File: src/pdec_pkg.sv
// ---------------------------------------------------------------------------
// pdec_pkg
// Types, constants and helpers shared by the percent decoder modules.
// ---------------------------------------------------------------------------
package pdec_pkg;

   // Character codes
   localparam logic [7:0] PCT_CHAR = 8'h25;   // '%'
   localparam logic [7:0] BAD_MARK = 8'h3F;   // '?'

   // Most results one input beat can cause (bad escape)
   localparam int unsigned MAX_RESULTS = 3;
   localparam int unsigned RES_IDX_W   = $clog2(MAX_RESULTS + 1);

   // Result queue: room for one waiting result plus a full burst
   localparam int unsigned QUEUE_DEPTH = MAX_RESULTS + 1;
   localparam int unsigned QCNT_W      = $clog2(QUEUE_DEPTH + 1);

   // Escape tracking
   typedef enum logic [1:0] {
      PH_IDLE = 2'd0,   // not inside an escape
      PH_PCT  = 2'd1,   // '%' seen
      PH_HELD = 2'd2    // first escape byte held
   } phase_type;

   // One result beat
   typedef struct packed {
      logic [7:0] out_byte;
      logic       has_byte;
      logic       out_last;
   } result_type;

   // Everything one input beat produces
   typedef struct packed {
      logic [RES_IDX_W-1:0]             count;
      result_type [MAX_RESULTS-1:0]     res;
   } decode_type;

   // Hex digit to nibble: bit 4 is the valid flag, bits 3:0 the value
   function automatic logic [4:0] hex_decode(input logic [7:0] c);
      logic [4:0] r;
      r = 5'd0;
      if (c >= 8'h30 && c <= 8'h39) begin
         r = {1'b1, 4'(c - 8'h30)};
      end else if (c >= 8'h41 && c <= 8'h46) begin
         r = {1'b1, 4'(c - 8'h37)};
      end else if (c >= 8'h61 && c <= 8'h66) begin
         r = {1'b1, 4'(c - 8'h57)};
      end
      return r;
   endfunction

endpackage

File: src/pdec_decode.sv
// ---------------------------------------------------------------------------
// pdec_decode
// Escape tracking state and the per-beat decode into up to three results.
// ---------------------------------------------------------------------------
module pdec_decode (
   input  logic                   clock,
   input  logic                   reset,
   input  logic                   step,       // input beat accepted
   input  logic [7:0]             in_byte,
   input  logic                   in_last,
   output pdec_pkg::decode_type   dec
);

   pdec_pkg::phase_type phase_ff, phase_in;
   logic [7:0]          first_ff, first_in;
   logic [4:0]          hex_hi, hex_lo;

   assign hex_hi = pdec_pkg::hex_decode(first_ff);
   assign hex_lo = pdec_pkg::hex_decode(in_byte);

   // Decode and next state
   always_comb begin
      dec      = '0;
      phase_in = phase_ff;
      first_in = first_ff;
      case (phase_ff)
         pdec_pkg::PH_PCT: begin
            first_in = in_byte;
            phase_in = pdec_pkg::PH_HELD;
         end
         pdec_pkg::PH_HELD: begin
            if (hex_hi[4] && hex_lo[4]) begin
               dec.count  = pdec_pkg::RES_IDX_W'(1);
               dec.res[0] = '{out_byte: {hex_hi[3:0], hex_lo[3:0]},
                              has_byte: 1'b1, out_last: 1'b0};
            end else begin
               dec.count  = pdec_pkg::RES_IDX_W'(3);
               dec.res[0] = '{out_byte: pdec_pkg::BAD_MARK, has_byte: 1'b1,
                              out_last: 1'b0};
               dec.res[1] = '{out_byte: first_ff, has_byte: 1'b1, out_last: 1'b0};
               dec.res[2] = '{out_byte: in_byte, has_byte: 1'b1, out_last: 1'b0};
            end
            phase_in = pdec_pkg::PH_IDLE;
            first_in = 8'd0;
         end
         default: begin
            if (in_byte == pdec_pkg::PCT_CHAR) begin
               phase_in = pdec_pkg::PH_PCT;
            end else begin
               dec.count  = pdec_pkg::RES_IDX_W'(1);
               dec.res[0] = '{out_byte: in_byte, has_byte: 1'b1, out_last: 1'b0};
               phase_in   = pdec_pkg::PH_IDLE;
            end
         end
      endcase

      // End of string: mark the final result, or send a bare end mark
      if (in_last) begin
         case (dec.count)
            pdec_pkg::RES_IDX_W'(1): dec.res[0].out_last = 1'b1;
            pdec_pkg::RES_IDX_W'(3): dec.res[2].out_last = 1'b1;
            default: begin
               dec.count  = pdec_pkg::RES_IDX_W'(1);
               dec.res[0] = '{out_byte: 8'd0, has_byte: 1'b0, out_last: 1'b1};
            end
         endcase
         phase_in = pdec_pkg::PH_IDLE;
         first_in = 8'd0;
      end
   end

   // State registers
   always_ff @(posedge clock) begin
      if (reset) begin
         phase_ff <= pdec_pkg::PH_IDLE;
         first_ff <= 8'd0;
      end else if (step) begin
         phase_ff <= phase_in;
         first_ff <= first_in;
      end
   end

endmodule

File: src/percent_decode_bytes_unit.sv
// ---------------------------------------------------------------------------
// percent_decode_bytes_unit
// Streaming percent (URL) decoder, one encoded byte per input beat.
// ---------------------------------------------------------------------------
// Input channel req_*: one encoded byte per beat, req_tlast on the final byte
// of a string. Result channel rsp_*: one decoded byte per beat in rsp_tdata,
// rsp_tuser high when the beat carries data, rsp_tlast on the final result of
// the string. A string whose last input yields no byte ends with a single
// beat with rsp_tuser low and rsp_tdata zero.
// A result enters the result queue on the cycle after the input beat that
// causes it. Throughput: one input beat per cycle while req_tready is high;
// a malformed escape gives three result beats, which drain at one per cycle
// while rsp_tready is high, through a four-entry result queue. req_tready
// is high while the queue holds at most one result, so a waiting result
// does not stop input; a bad escape stalls input until one result is left.
// Reset (synchronous) empties the queue and leaves any escape.
// When rsp_tready is low the head result holds steady; input stops once the
// queue cannot take a full three-beat burst.
// ---------------------------------------------------------------------------
module percent_decode_bytes_unit (
   input  logic       clock,
   input  logic       reset,
   // Input channel
   input  logic       req_tvalid,
   output logic       req_tready,
   input  logic [7:0] req_tdata,    // [7:0] in_byte
   input  logic       req_tlast,    // in_last
   // Result channel
   output logic       rsp_tvalid,
   input  logic       rsp_tready,
   output logic [7:0] rsp_tdata,    // [7:0] out_byte
   output logic       rsp_tuser,    // [0] has_byte
   output logic       rsp_tlast     // out_last
);

   localparam int unsigned QD = pdec_pkg::QUEUE_DEPTH;
   localparam int unsigned CW = pdec_pkg::QCNT_W;

   pdec_pkg::decode_type dec;
   pdec_pkg::result_type q_ff [QD];
   pdec_pkg::result_type q_in [QD];
   logic [CW-1:0]        cnt_ff, cnt_in;
   logic [CW-1:0]        base;
   logic [CW-1:0]        n_push;
   logic                 accept, pop;

   assign req_tready = (cnt_ff <= CW'(1));
   assign accept     = req_tvalid & req_tready;
   assign rsp_tvalid = (cnt_ff != '0);
   assign pop        = rsp_tvalid & rsp_tready;

   // Decode of the incoming beat
   pdec_decode u_decode (
      .clock   (clock),
      .reset   (reset),
      .step    (accept),
      .in_byte (req_tdata),
      .in_last (req_tlast),
      .dec     (dec)
   );

   // Queue update: shift out the head, append this beat's results
   assign base   = cnt_ff - CW'(pop);
   assign n_push = accept ? CW'(dec.count) : '0;
   assign cnt_in = base + n_push;

   always_comb begin
      logic [CW-1:0] off;
      for (int i = 0; i < QD; i++) begin
         q_in[i] = q_ff[i];
         if (pop && (i < QD - 1)) begin
            q_in[i] = q_ff[(i < QD - 1) ? i + 1 : i];
         end
         off = CW'(i) - base;
         if ((CW'(i) >= base) && (off < n_push)) begin
            q_in[i] = dec.res[off[pdec_pkg::RES_IDX_W-1:0]];
         end
      end
   end

   always_ff @(posedge clock) begin
      if (reset) begin
         cnt_ff <= '0;
      end else begin
         cnt_ff <= cnt_in;
      end
   end

   always_ff @(posedge clock) begin
      q_ff <= q_in;
   end

   // Head of queue to the result port
   assign rsp_tdata = q_ff[0].out_byte;
   assign rsp_tuser = q_ff[0].has_byte;
   assign rsp_tlast = q_ff[0].out_last;

endmodule

File: config.mk
export PLATFORM = sky130hd
export DESIGN_NAME = percent_decode_bytes_unit
export DESIGN_NICKNAME = d
export VERILOG_FILES = /design/src/pdec_pkg.sv /design/src/pdec_decode.sv /design/src/percent_decode_bytes_unit.sv
export SDC_FILE = /design/constraint.sdc
export NUM_CORES = 1
export LEC_CHECK = 0
export ABC_AREA = 1
export BUFFER_PORTS_ARGS = -buffer_cell sky130_fd_sc_hd__buf_2
export CORE_ASPECT_RATIO = 1.2
export CORE_MARGIN = 1
export CORE_UTILIZATION = 45
export DETAILED_ROUTE_END_ITERATION = 6
export GPL_TIMING_DRIVEN = 1
export PLACE_DENSITY_LB_ADDON = 0.2
export SLEW_MARGIN = 25
export SYNTH_ARGS = -nofsm -noshare
export SYNTH_HDL_FRONTEND = slang
export SYNTH_SLANG_ARGS = --single-unit
File: constraint.sdc
create_clock -name clock -period 6.3 [get_ports clock]
set_clock_uncertainty 0.05 [all_clocks]
set_input_delay 1.26 -clock clock [delete_from_list [all_inputs] [get_ports clock]]
set_output_delay 1.26 -clock clock [all_outputs]
set_load 0.05 [all_outputs]
==> summary.md, run 1 <==
| Metric | Value |
|---|---|
| Outcome | finished, final reports clean |
| Half-perimeter wire length after detailed placement | 7980 um |
| Total core area | 8560 sq um |
| Routability congestion estimate | 0.905 |
| Die boundary height | 105 um |
| Area taken by flip-flops and latches | 1460 sq um |
| Pwr dens | 520 nW/um^2 |
| H-tree depth | 2 |
| Net switching power of the design | 1.10 mW |
| CP Data Arrival Time | 4410 ps |
| Number of iterations in the first detailed-routing pass | 5 |
| DIE WIDTH | 87.7 um |
| Setup Slack @ Placement | 1540 ps |
| Hold bufs inserted after CTS | 0 |
| Combinational fraction of design power | 0.590 |
| Area fraction of the dominant cell type after synthesis | 0.303 |
| Clk pin slew, worst setup/hold paths | 110 ps |
| Mapped Cells | 535 |
| Post-detailed-route via-to-cell ratio | 5.37 |
| Fill cell count | 864 |
| I/O pin count | 25 |
| DRT Wirelength | 10100 um |
| Proportion of layout cells with a drive suffix above 1 | 0.133 |
| Number of diodes | 0 |
| Max Clock Freq | 223 MHz |
| GRT Util Overall | 0.235 |
| Library cell with the highest instance count after synthesis | sky130_fd_sc_hd__nand2_1 |
| Number of sinks on the clock net | 53 |
| Initial antenna violation count | 0 |
| Kind of capture point of the worst setup path | flip-flop |
| Count of yosys warnings during synthesis | 0 |
| Max-slew violations | 0 |
| Unique cell type count in the Yosys netlist | 41 |
| Count of nets after finishing | 579 |
| Most frequent cells after synthesis | sky130_fd_sc_hd__nand2_1 (169), sky130_fd_sc_hd__nand3_1 (86), sky130_fd_sc_hd__edfxtp_1 (40) |
| Post CTS Setup Buffer Count | 0 |
| Max-cap viol count | 0 |
| Residual DRC count | 0 |
| Relative slew margins | 0.514 |
| Number of placement rows | 37 |
| Worst Path Class, Setup | input port to flip-flop |
| Required time worst endpoint | 6220 ps |
| Setup repair after global routing missed its margin | no |
| Clock group share of total power | 0.094 |
| Setup violations, final | 0 |
| Syn nets | 573 |
| Full die area | 9190 sq um |
| Clock tree from TritonCTS | built |
| Worst-path fanout max | 28 |
| Post-synthesis sequential element count | 53 |
| Final WS setup | 1810 ps |
| Origin of the worst min-delay path | u_decode.phase_ff[0] |
| Internal power contribution | 1.08 mW |
| Initial detailed-routing violation count | 211 |
| Switching portion of total power | 0.504 |
| Overall overflow remaining after global route | 0 |
| Total Power Consumption | 2.18 mW |
| Sequential element share of the synthesized area | 0.369 |
| Launch point of the worst reg-to-reg path | cnt_ff[2] |
| Worst min-delay path category | flip-flop to flip-flop |
| Setup Total Neg Slack | 0 ps |
| Largest voltage drop on the vdd net | 0.250 mV |
| R2R setup slack | 2330 ps |
| Total leakage power | 1.86 nW |
| Number of buffers created by CTS | 5 |
| Starting utilization of the core area | 0.463 |
| Worst Max-Slew Pin Slew | 729 ps |
| Library cell with the largest summed area after synthesis | sky130_fd_sc_hd__edfxtp_1 |
| Root buffer cell | sky130_fd_sc_hd__clkbuf_8 |
| Sequential fraction of design power | 0.315 |
| Dominant synthesized flop cell | sky130_fd_sc_hd__edfxtp_1 |
| Number of enable flip-flop cells after synthesis | 40 |
| Area contributors post-synth | sky130_fd_sc_hd__edfxtp_1 (30%), sky130_fd_sc_hd__nand2_1 (16%), sky130_fd_sc_hd__nand3_1 (11%) |
| Largest net degree at the start of global routing | 29 |
| Share of synthesized registers carrying an async set or reset | 0 |
| Final period util | 0.712 |
| Area growth syn-to-layout | 5.56% |
| Count of port buffers added during placement | 24 |
| Mean post-synth cell area | 7.41 sq um |
| Via count | 3538 |
| Minimum clock period | 4490 ps |
| Worst hold path depth | 2 |
| Via count of the first global-routing pass | 3240 |
| Type of origin of the critical path | input port |
| Final hold violations | 0 |
| Endpoint of the lowest-slack register-to-register path | q_ff[15] |
| Wirelength per Cell | 15.4 um |
| Antenna Violating Nets Remaining | 0 |
| Total of cells resized after clock tree synthesis | 0 |
| Worst-case reg-to-reg path depth | 16 |
| Combined area of the multi-input logic cells | 2150 sq um |
| Skew-Pair Late Insertion Delay | 320 ps |
| Wire length of the first global-routing pass | 16600 um |
| Buffer depth of the longest clock path | 2 |
| Worst Hold End | u_decode.phase_ff[0] |
| Cell area after synthesis | 3960 sq um |
## layout make-up
type,count,share of cell area
inverters,48,0.0437
flip-flops and latches,53,0.349
repair buffers,29,0.0377
clock inverters,2,0.00359
clock buffers,6,0.0173
multi-input cells,404,0.513
well taps,117,0.0350
## metal layers
layer  global-route usage  part of all wire
met1                0.312              0.44
met2                0.389              0.49
met3               0.0269             0.034
met4               0.0890             0.028
met5                    0                 0
## worst max-delay path, cell delays in order
cell                      delay (ps)
sky130_fd_sc_hd__buf_2            90
sky130_fd_sc_hd__nand2_1         180
sky130_fd_sc_hd__inv_1            70
sky130_fd_sc_hd__ha_1            190
sky130_fd_sc_hd__ha_1            290
sky130_fd_sc_hd__inv_1            90
sky130_fd_sc_hd__buf_4           280
sky130_fd_sc_hd__ha_1            430
sky130_fd_sc_hd__inv_1           270
sky130_fd_sc_hd__nor2_1           70
sky130_fd_sc_hd__nor2_1          110
sky130_fd_sc_hd__nor2_1           60
sky130_fd_sc_hd__nor2_2          320
sky130_fd_sc_hd__inv_1           290
sky130_fd_sc_hd__nand2_1         410
## worst max-delay path by stage
stage	end	slack, ps	cells past startpoint	startpoint
finish	q_ff[15]	1810	15	rsp_tready
detailed placement	q_ff[19]	1540	15	rsp_tready
global route	q_ff[12]	1500	15	rsp_tready
floorplan	rsp_tdata[0]	910	16	rsp_tready
global placement	q_ff[19]	1650	15	rsp_tready
CTS	q_ff[18]	1860	15	rsp_tready
## stage by stage
step	area [sq um]	util	hold WS [ps]	std cells
after floorplan	3960	-	412	535
after global placement	4100	0.478	430	651
after detailed placement	4100	0.478	447	651
after CTS	4180	0.489	463	659
after global routing	4180	0.489	500	659
final	4180	0.489	466	659
## cell families (layout without fill, tap and decap cells)
family,count (synthesis),in the layout,synth area share
AO/OA/AOI/OAI,72,72,0.107
AND/OR/NAND/NOR,305,305,0.352
buffers and inverters,78,85,0.0893
flip-flops,53,53,0.369
XOR/XNOR,2,2,0.00442
adder cells (fa/ha/maj),25,25,0.0789
## power groups by stage
| stage | clock (mW) | combinational [mW] | sequential [mW] |
|---|---|---|---|
| final | 0.205 | 1.29 | 0.687 |
| after CTS | 0.208 | 1.28 | 0.690 |
| after global placement | 0 | 1.26 | 0.700 |
| after global routing | 0.222 | 1.45 | 0.704 |
| after floorplan | 0 | 1.02 | 0.701 |
| after detailed placement | 0 | 1.27 | 0.699 |
## cells in the final DEF (no fill, tap or decap), drive strengths merged
cell and n:
a211oi 7, inv 47, a2111oi 1, a31oi 1, a221o 1, dfxtp 13
ha 25, clkbuf 6, nand2 179, xnor2 1, o21ai 32, or2 1
nor3 2, nand3 87, buf 29, edfxtp 40, nand3b 1, clkinvlp 2
nor2 28, clkinv 1, nand4 7, a21oi 26, o21bai 2, o21a 1
xor2 1, o211ai 1
## flip-flops by register name, indices dropped and copies added (netlist names)
name	flops
rsp_tdata	8
u_decode.phase_ff	2
rsp_tlast	1
q_ff	30
cnt_ff	3
u_decode.first_ff	8
rsp_tuser	1
Power figures use the tool's default switching activity.
==> run 2: changes to the inputs <==
- ABC_AREA: 1 -> 0
- clock period: 6.3 -> 3.7 ns (I/O delays scaled with it)
==> summary.md, run 2 <==
| Metric | Value |
|---|---|
| Fill cell count | 880 (was 864) |
| Biggest register | q_ff (unchanged) |
| Library cell with the highest instance count after synthesis | sky130_fd_sc_hd__nand2_1 (unchanged) |
| Pwr dens | 917 nW/um^2 (was 520 nW/um^2) |
| Count of port buffers added during placement | 24 (unchanged) |
| Max FFs per register | 30 (unchanged) |
| Initial detailed-routing violation count | 384 (was 211) |
| Residual DRC count | 0 (unchanged) |
| DIE WIDTH | 89.1 um (was 87.7 um) |
| Share of synthesized cell area in and, or, nand and nor gates | 0.202 (was 0.352) |
| Max stage delay cell, worst path | sky130_fd_sc_hd__or4_4 (was sky130_fd_sc_hd__ha_1) |
| Number of iterations in the first detailed-routing pass | 5 (unchanged) |
| Final hold violations | 0 (unchanged) |
| Critical path's largest stage delay | 570 ps (was 430 ps) |
| Outcome | finished, final reports clean (unchanged) |
| Post-detailed-route via-to-cell ratio | 6.16 (was 5.37) |
| Post-synthesis compound-gate area fraction | 0.250 (was 0.107) |
| Combined area of the multi-input logic cells | 2390 sq um (was 2150 sq um) |
| Initial antenna violation count | 0 (unchanged) |
| Setup repair after global routing missed its margin | no (unchanged) |
| Count of nets after finishing | 529 (was 579) |
| Relative slew margins | 0.521 (was 0.514) |
| Max-cap viol count | 0 (unchanged) |
| Half-perimeter wire length after detailed placement | 8690 um (was 7980 um) |
| Synth Area in Adders | 0.0763 (was 0.0789) |
| Via count | 3747 (was 3538) |
| Count of yosys warnings during synthesis | 0 (unchanged) |
| Root buffer cell | sky130_fd_sc_hd__clkbuf_8 (unchanged) |
| Required time worst endpoint | 3700 ps (was 6220 ps) |
| Most frequent cells in the layout | sky130_fd_sc_hd__nand2_1 (61), sky130_fd_sc_hd__edfxtp_1 (40), sky130_fd_sc_hd__nor2_1 (37), sky130_fd_sc_hd__a21oi_1 (32), sky130_fd_sc_hd__buf_4 (32) (was sky130_fd_sc_hd__nand2_1 (169), sky130_fd_sc_hd__nand3_1 (86), sky130_fd_sc_hd__edfxtp_1 (40), sky130_fd_sc_hd__inv_1 (37)) |
| Area taken by flip-flops and latches | 1460 sq um (unchanged) |
| Area fraction of the dominant cell type after synthesis | 0.293 (was 0.303) |
| CP Data Arrival Time | 3420 ps (was 4410 ps) |
| Highest metal used | met4 (unchanged) |
| Minimum clock period | 3420 ps |
| Number of buffers created by CTS | 5 (unchanged) |
| Largest voltage drop on the vdd net | 0.483 mV (was 0.250 mV) |
| Full die area | 9490 sq um (was 9190 sq um) |
| Kind of capture point of the worst setup path | flip-flop (unchanged) |
| Starting utilization of the core area | 0.471 (was 0.463) |
| Mean post-synth cell area | 8.76 sq um (was 7.41 sq um) |
| Switching portion of total power | 0.485 (was 0.504) |
| Skew-Pair Late Insertion Delay | 310 ps (was 320 ps) |
| Total met2 wirelength after detailed routing | 5460 um (was 4990 um) |
| Worst-case reg-to-reg path depth | 14 (was 16) |
| Setup violations, final | 0 (unchanged) |
| R2R setup slack | 280 ps (was 2330 ps) |
| Post-synthesis sequential element count | 53 (unchanged) |
| Number of stages on the worst setup path | 14 (was 15) |
| Clk pin slew, worst setup/hold paths | 100 ps (was 110 ps) |
| Area growth syn-to-layout | 10.3% (was 5.56%) |
| DRT Wirelength | 11600 um (was 10100 um) |
| Post CTS Setup Buffer Count | 0 (unchanged) |
| Routability congestion estimate | 0.982 (was 0.905) |
| Clock group share of total power | 0.077 (was 0.094) |
| Final period util | 0.925 |
| Max-slew violations | 0 (unchanged) |
| Number of sinks on the clock net | 53 (unchanged) |
| Overall overflow remaining after global route | 0 (unchanged) |
| Worst min-delay path category | flip-flop to flip-flop (unchanged) |
| Antenna Violating Nets Remaining | 0 (unchanged) |
| Setup Total Neg Slack | 0 ps (unchanged) |
| Worst Path Class, Setup | flip-flop to flip-flop (was input port to flip-flop) |
| Ordered cell list for the critical path | nor2_4 -> nand2_4 -> nand2_4 -> inv_1 -> ha_1 -> ha_4 -> inv_4 -> ha_4 -> inv_2 -> ha_1 -> nor2b_1 -> or4_4 -> a311oi_1 -> nor3_1 (was buf_2 -> nand2_1 -> inv_1 -> ha_1 -> ha_1 -> inv_1 -> buf_4 -> ha_1 -> inv_1 -> nor2_1 -> nor2_1 -> nor2_1 -> nor2_2 -> inv_1 -> nand2_1) |
| Worst-path fanout max | 7 (was 28) |
| Sequential element share of the synthesized area | 0.357 (was 0.369) |
| Final core area utilization | 0.519 (was 0.489) |
| Post-layout instance count excluding filler cells | 608 (was 659) |
| Metal3 WL | 865 um (was 347 um) |
| H-tree depth | 2 (unchanged) |
| Wirelength per Cell | 19.1 um (was 15.4 um) |
| Most frequent cells after synthesis | sky130_fd_sc_hd__nand2_1 (64), sky130_fd_sc_hd__edfxtp_1 (40), sky130_fd_sc_hd__nor2_1 (38) (was sky130_fd_sc_hd__nand2_1 (169), sky130_fd_sc_hd__nand3_1 (86), sky130_fd_sc_hd__edfxtp_1 (40)) |
| # placed instances | 601 (was 651) |
| Buf+Inv Stages, Crit Path | 3 (was 6) |
| Unique cell type count in the Yosys netlist | 71 (was 41) |
| Buffer depth of the longest clock path | 2 (unchanged) |
| Cell area after synthesis | 4100 sq um (was 3960 sq um) |
| I/O pin count | 25 (unchanged) |
| Gate family responsible for the most delay along the worst path | simple AND/OR/NAND/NOR gates (unchanged) |
| Net switching power of the design | 2.01 mW (was 1.10 mW) |
| Proportion of layout cells with a drive suffix above 1 | 0.198 (was 0.133) |
| Most common cell after layout, fill and taps aside | sky130_fd_sc_hd__nand2_1 (unchanged) |
| Share of synthesized registers carrying an async set or reset | 0 (unchanged) |
| Combinational family with the most area after synthesis | compound AO/OA/AOI/OAI gates (was simple AND/OR/NAND/NOR gates) |
| Hold bufs inserted after CTS | 0 (unchanged) |
| Combinational fraction of design power | 0.644 (was 0.590) |
| Max Clock Freq | 292 MHz |
| Internal power contribution | 2.14 mW (was 1.08 mW) |
| Library cell with the largest summed area after synthesis | sky130_fd_sc_hd__edfxtp_1 (unchanged) |
| Largest net degree at the start of global routing | 25 (was 29) |
| Dominant synthesized flop cell | sky130_fd_sc_hd__edfxtp_1 (unchanged) |
| Total leakage power | 1.69 nW (was 1.86 nW) |
| Via count of the first global-routing pass | 3537 (was 3240) |
| Wire length of the first global-routing pass | 18500 um (was 16600 um) |
| Synth Area in XOR/XNOR | 0.0147 (was 0.00442) |
| Syn nets | 506 (was 573) |
| Die boundary height | 107 um (was 105 um) |
| Sequential fraction of design power | 0.279 (was 0.315) |
| Multiplexer share of the synthesized area | 0.0256 (was 0) |
| Type of origin of the critical path | flip-flop (was input port) |
| Worst hold path depth | 2 (unchanged) |
| Number of diodes | 0 (unchanged) |
| Number of enable flip-flop cells after synthesis | 40 (unchanged) |
| GRT Util Overall | 0.259 (was 0.235) |
| Total of cells resized after clock tree synthesis | 0 (unchanged) |
| Worst Max-Slew Pin Slew | 718 ps (was 729 ps) |
| Total core area | 8700 sq um (was 8560 sq um) |
| Area contributors post-synth | sky130_fd_sc_hd__edfxtp_1 (29%), sky130_fd_sc_hd__ha_1 (7.6%), sky130_fd_sc_hd__dfxtp_1 (6.4%) (was sky130_fd_sc_hd__edfxtp_1 (30%), sky130_fd_sc_hd__nand2_1 (16%), sky130_fd_sc_hd__nand3_1 (11%)) |
| Clock tree from TritonCTS | built (unchanged) |
| Mapped Cells | 468 (was 535) |
| Met1 Wirelength | 4760 um (was 4490 um) |
| Number of placement rows | 37 (unchanged) |
[run 2: cell types whose count changed in the layout (fill, tap and decap cells not counted), sizes merged, moves of 6 or more]
cell / previous run / this run
a211oi: 7 / 0
nand3: 87 / 25
buf: 29 / 56
nand2: 179 / 65
a31oi: 1 / 11
a21oi: 26 / 35
a22oi: 0 / 9
mux2i: 0 / 6
nor2: 28 / 38
nor2b: 0 / 6
o211ai: 1 / 10
inv: 47 / 19
[run 2: layout make-up]
cell class	instances	area share
multi-input combinational	354	0.529
sequential	53	0.323
timing repair buffer	56	0.0797
tap	117	0.0324
inverter	21	0.0180
clock buffer	5	0.0152
clock inverter	2	0.00249
[run 2: per-layer routing]
layer | vias up | global-route usage
met5 | - | 0
met4 | 0 | 0.110
met3 | 52 | 0.0326
met2 | 184 | 0.415
met1 | 1742 | 0.346
li1 | 1769 | -
[run 2: path summary, 6_finish.rpt]
path / startpoint / to
min: u_decode.first_ff[0] / u_decode.first_ff[0]
max reg2reg: cnt_ff[2] / rsp_tdata[1]
min reg2reg: u_decode.first_ff[0] / u_decode.first_ff[0]
max: cnt_ff[2] / rsp_tdata[1]
[run 2: power groups by stage]
stage	logic (mW)	clock network, mW	registers, mW
final	2.67	0.320	1.16
after floorplan	1.91	0	1.18
after global placement	2.58	0	1.17
after detailed placement	2.62	0	1.18
after CTS	2.63	0.328	1.16
after global routing	2.89	0.359	1.19
[run 2: metrics by stage]
step | power (mW) | setup slack (ps) | instance area [sq um] | hold WS [ps]
final | 4.15 | 278 | 4520 | 456
after global routing | 4.44 | 90.6 | 4520 | 491
after global placement | 3.75 | 29.1 | 4440 | 436
after CTS | 4.12 | 296 | 4520 | 460
after floorplan | 3.09 | 15.6 | 4180 | 439
after detailed placement | 3.80 | 13.3 | 4440 | 447
[run 2: worst register-to-register path: stages, from the launching register on]
cell and delay, ps:
sky130_fd_sc_hd__dfxtp_1 370, sky130_fd_sc_hd__nor2_4 150, sky130_fd_sc_hd__nand2_4 70, sky130_fd_sc_hd__nand2_4 90, sky130_fd_sc_hd__inv_1 50, sky130_fd_sc_hd__ha_1 200, sky130_fd_sc_hd__ha_4 340, sky130_fd_sc_hd__inv_4 70
sky130_fd_sc_hd__ha_4 270, sky130_fd_sc_hd__inv_2 30, sky130_fd_sc_hd__ha_1 250, sky130_fd_sc_hd__nor2b_1 150, sky130_fd_sc_hd__or4_4 570, sky130_fd_sc_hd__a311oi_1 410, sky130_fd_sc_hd__nor3_1 100
[run 2: kinds of logic after synthesis]
kind of cell,count (synthesis)
DFF,53
and+or+nand+nor,169
AOI/OAI and AO/OA,144
xor gates and xnor gates,6
muxes,10
adders and majority gates,25
buffers and inverters,61
==> run 3: changes to the inputs <==
- SYNTH_HIERARCHICAL: default -> 1
==> summary.md, run 3 <==
| Metric | Value |
|---|---|
| Outcome | finished, final reports clean (unchanged) |
| Worst min-delay path category | flip-flop to flip-flop (unchanged) |
| Library cell with the largest summed area after synthesis | sky130_fd_sc_hd__edfxtp_1 (unchanged) |
| Share of synthesized registers carrying an async set or reset | 0 (unchanged) |
| Max stage delay cell, worst path | sky130_fd_sc_hd__or3b_2 (was sky130_fd_sc_hd__or4_4) |
| Minimum clock period | 3270 ps (was 3420 ps) |
| Wire length of the first global-routing pass | 13400 um (was 18500 um) |
| Cell type with the highest occurrence count on the critical path | sky130_fd_sc_hd__ha_1 |
| Count of nets after finishing | 413 (was 529) |
| Mapped Cells | 365 (was 468) |
| Fill cell count | 768 (was 880) |
| Worst Path Class, Setup | input port to flip-flop (was flip-flop to flip-flop) |
| Via count | 2756 (was 3747) |
| H-tree depth | 2 (unchanged) |
| Area fraction of the dominant cell type after synthesis | 0.315 (was 0.293) |
| Final period util | 0.885 (was 0.925) |
| Number of diodes | 0 (unchanged) |
| Syn nets | 397 (was 506) |
| Mean post-synth cell area | 10.4 sq um (was 8.76 sq um) |
| CP Data Arrival Time | 3290 ps (was 3420 ps) |
| Total core area | 8150 sq um (was 8700 sq um) |
| Post-detailed-route via-to-cell ratio | 5.56 (was 6.16) |
| Worst-case reg-to-reg path depth | 13 (was 14) |
| Area contributors post-synth | sky130_fd_sc_hd__edfxtp_1 (32%), sky130_fd_sc_hd__dfxtp_1 (6.8%), sky130_fd_sc_hd__mux2i_1 (6.3%) (was sky130_fd_sc_hd__edfxtp_1 (29%), sky130_fd_sc_hd__ha_1 (7.6%), sky130_fd_sc_hd__dfxtp_1 (6.4%)) |
| Clk pin slew, worst setup/hold paths | 90 ps (was 100 ps) |
| Count of port buffers added during placement | 24 (unchanged) |
| Biggest register | q_ff (unchanged) |
| Cell area after synthesis | 3810 sq um (was 4100 sq um) |
| Buf+Inv Stages, Crit Path | 3 (unchanged) |
| Critical path's largest stage delay | 440 ps (was 570 ps) |
| DRT Wirelength | 8020 um (was 11600 um) |
| Clock tree from TritonCTS | built (unchanged) |
| Antenna Violating Nets Remaining | 0 (unchanged) |
| Worst hold path depth | 2 (unchanged) |
| Unique cell type count in the Yosys netlist | 59 (was 71) |
| Number of stages on the worst setup path | 12 (was 14) |
| Half-perimeter wire length after detailed placement | 6240 um (was 8690 um) |
| Most frequent cells after synthesis | sky130_fd_sc_hd__edfxtp_1 (40), sky130_fd_sc_hd__nand2_1 (32), sky130_fd_sc_hd__mux2i_1 (24) (was sky130_fd_sc_hd__nand2_1 (64), sky130_fd_sc_hd__edfxtp_1 (40), sky130_fd_sc_hd__nor2_1 (38)) |
| Max FFs per register | 30 (unchanged) |
| Final hold violations | 0 (unchanged) |
| Via count of the first global-routing pass | 2676 (was 3537) |
| Hold bufs inserted after CTS | 0 (unchanged) |
| I/O pin count | 25 (unchanged) |
| Worst-path fanout max | 11 (was 7) |
| Ordered cell list for the critical path | buf_2 -> inv_1 -> ha_1 -> or3b_2 -> nand4_1 -> a2bb2oi_4 -> nor2_2 -> nand2_1 -> ha_1 -> a2111o_1 -> buf_4 -> mux2_4 (was nor2_4 -> nand2_4 -> nand2_4 -> inv_1 -> ha_1 -> ha_4 -> inv_4 -> ha_4 -> inv_2 -> ha_1 -> nor2b_1 -> or4_4 -> a311oi_1 -> nor3_1) |
| Most common cell after layout, fill and taps aside | sky130_fd_sc_hd__edfxtp_1 (was sky130_fd_sc_hd__nand2_1) |
| Area growth syn-to-layout | 7.79% (was 10.3%) |
| Number of enable flip-flop cells after synthesis | 40 (unchanged) |
| Number of sinks on the clock net | 53 (unchanged) |
| Sequential element share of the synthesized area | 0.384 (was 0.357) |
| DIE WIDTH | 86.0 um (was 89.1 um) |
| Gate family responsible for the most delay along the worst path | simple AND/OR/NAND/NOR gates (unchanged) |
| Max-slew violations | 0 (unchanged) |
| Final core area utilization | 0.503 (was 0.519) |
| Proportion of layout cells with a drive suffix above 1 | 0.241 (was 0.198) |
| Kind of capture point of the worst setup path | flip-flop (unchanged) |
| Full die area | 8830 sq um (was 9490 sq um) |
| Number of buffers created by CTS | 5 (unchanged) |
| Skew-Pair Late Insertion Delay | 310 ps (about the same) |
| Library cell with the highest instance count after synthesis | sky130_fd_sc_hd__edfxtp_1 (was sky130_fd_sc_hd__nand2_1) |
| Number of placement rows | 36 (was 37) |
| Wirelength per Cell | 16.2 um (was 19.1 um) |
| Dominant synthesized flop cell | sky130_fd_sc_hd__edfxtp_1 (unchanged) |
| Max-cap viol count | 0 (unchanged) |
| Worst Max-Slew Pin Slew | 913 ps (was 718 ps) |
| Die boundary height | 103 um (was 107 um) |
| Post CTS Setup Buffer Count | 0 (unchanged) |
| Starting utilization of the core area | 0.467 (was 0.471) |
| Number of iterations in the first detailed-routing pass | 4 (was 5) |
| GRT Util Overall | 0.196 (was 0.259) |
| Root buffer cell | sky130_fd_sc_hd__clkbuf_8 (unchanged) |
| Initial antenna violation count | 0 (unchanged) |
| Post-synthesis sequential element count | 53 (unchanged) |
| Setup violations, final | 0 (unchanged) |
| Total of cells resized after clock tree synthesis | 0 (unchanged) |
| Setup Total Neg Slack | 0 ps (unchanged) |
| Relative slew margins | 0.386 (was 0.521) |
| Initial detailed-routing violation count | 140 (was 384) |
| Setup repair after global routing missed its margin | no (unchanged) |
| Buffer depth of the longest clock path | 2 (unchanged) |
| Residual DRC count | 0 (unchanged) |
| Overall overflow remaining after global route | 0 (unchanged) |
| Count of yosys warnings during synthesis | 6 (was 0) |
| Routability congestion estimate | 0.946 (was 0.982) |
| Largest net degree at the start of global routing | 27 (was 25) |
| Most frequent cells in the layout | sky130_fd_sc_hd__edfxtp_1 (40), sky130_fd_sc_hd__nand2_1 (28), sky130_fd_sc_hd__mux2i_1 (24), sky130_fd_sc_hd__buf_2 (24), sky130_fd_sc_hd__nor2_1 (19) (was sky130_fd_sc_hd__nand2_1 (61), sky130_fd_sc_hd__edfxtp_1 (40), sky130_fd_sc_hd__nor2_1 (37), sky130_fd_sc_hd__a21oi_1 (32), sky130_fd_sc_hd__buf_4 (32)) |
| Required time worst endpoint | 3710 ps (was 3700 ps) |
| Max Clock Freq | 305 MHz (was 292 MHz) |
| Type of origin of the critical path | input port (was flip-flop) |
[run 3: cell types whose count changed after synthesis, moves of 10 or more]
cell | previous run | this run
sky130_fd_sc_hd__a21oi_1 | 32 | 8
sky130_fd_sc_hd__mux2_2 | 4 | 17
sky130_fd_sc_hd__mux2i_1 | 6 | 24
sky130_fd_sc_hd__nand2_1 | 64 | 32
sky130_fd_sc_hd__nand3_1 | 25 | 2
sky130_fd_sc_hd__nor2_1 | 38 | 22
sky130_fd_sc_hd__o21ai_0 | 27 | 17
sky130_fd_sc_hd__o2bb2ai_1 | 0 | 14
[run 3: cell type report]
class	instances	area, sq um	share of cell area
Clock inverter	2	15.0	0.00366
Clock buffer	6	72.6	0.0177
Multi-Input combinational cell	263	2100	0.512
Timing Repair Buffer	41	248	0.0604
Sequential cell	53	1460	0.356
Inverter	17	63.8	0.0155
Tap cell	114	143	0.0348
[run 3: worst register-to-register path: stages (launching register included)]
cell and delay [ps]:
sky130_fd_sc_hd__dfxtp_1 390, sky130_fd_sc_hd__nor2_4 160, sky130_fd_sc_hd__nand2_4 50, sky130_fd_sc_hd__nand2_2 130
sky130_fd_sc_hd__inv_1 60, sky130_fd_sc_hd__ha_1 180, sky130_fd_sc_hd__ha_1 300, sky130_fd_sc_hd__inv_2 200
sky130_fd_sc_hd__ha_1 280, sky130_fd_sc_hd__inv_1 80, sky130_fd_sc_hd__ha_1 230, sky130_fd_sc_hd__a2111o_1 390
sky130_fd_sc_hd__buf_4 220, sky130_fd_sc_hd__mux2_4 310
[run 3: cell families after synthesis]
logic type | after synthesis | share of synthesized area
compound gates | 89 | 0.179
xor+xnor | 2 | 0.00657
fa+ha+maj | 19 | 0.0644
buf+inv | 49 | 0.0716
flops | 53 | 0.384
mux | 50 | 0.149
other cells | 1 | 0.000985
simple gates | 102 | 0.145
[run 3: path summary, 6_finish.rpt]
kind                                            from              endpoint  slack [ps]
worst min-delay path            u_decode/phase_ff[1]  u_decode/phase_ff[1]         450
worst max register to register             cnt_ff[2]          rsp_tdata[4]         430
worst min register to register  u_decode/phase_ff[1]  u_decode/phase_ff[1]         450
worst max-delay path                    req_tdata[0]          rsp_tdata[4]         430
[run 3: metrics by stage]
step                instance area (sq um)  instances  hold WS [ps]  worst slack, ps
global route                         4100        496           486              263
CTS                                  4100        496           456              425
floorplan                            3830        365           413             3.69
detailed placement                   4020        488           439              121
global placement                     4020        488           435              206
finish                               4100        496           449              425
[run 3: per-layer routing]
metal,vias to the layer above,part of all wire,GRT usage
li1,1386,-,-
met5,-,0,0
met3,10,0.028,0.0296
met4,0,0.015,0.0474
met2,55,0.49,0.341
met1,1305,0.47,0.258
Power of run 3 is left out: the tool's default activity adds up to more than one toggle a clock period on the data nets, which glitch-free logic cannot reach.
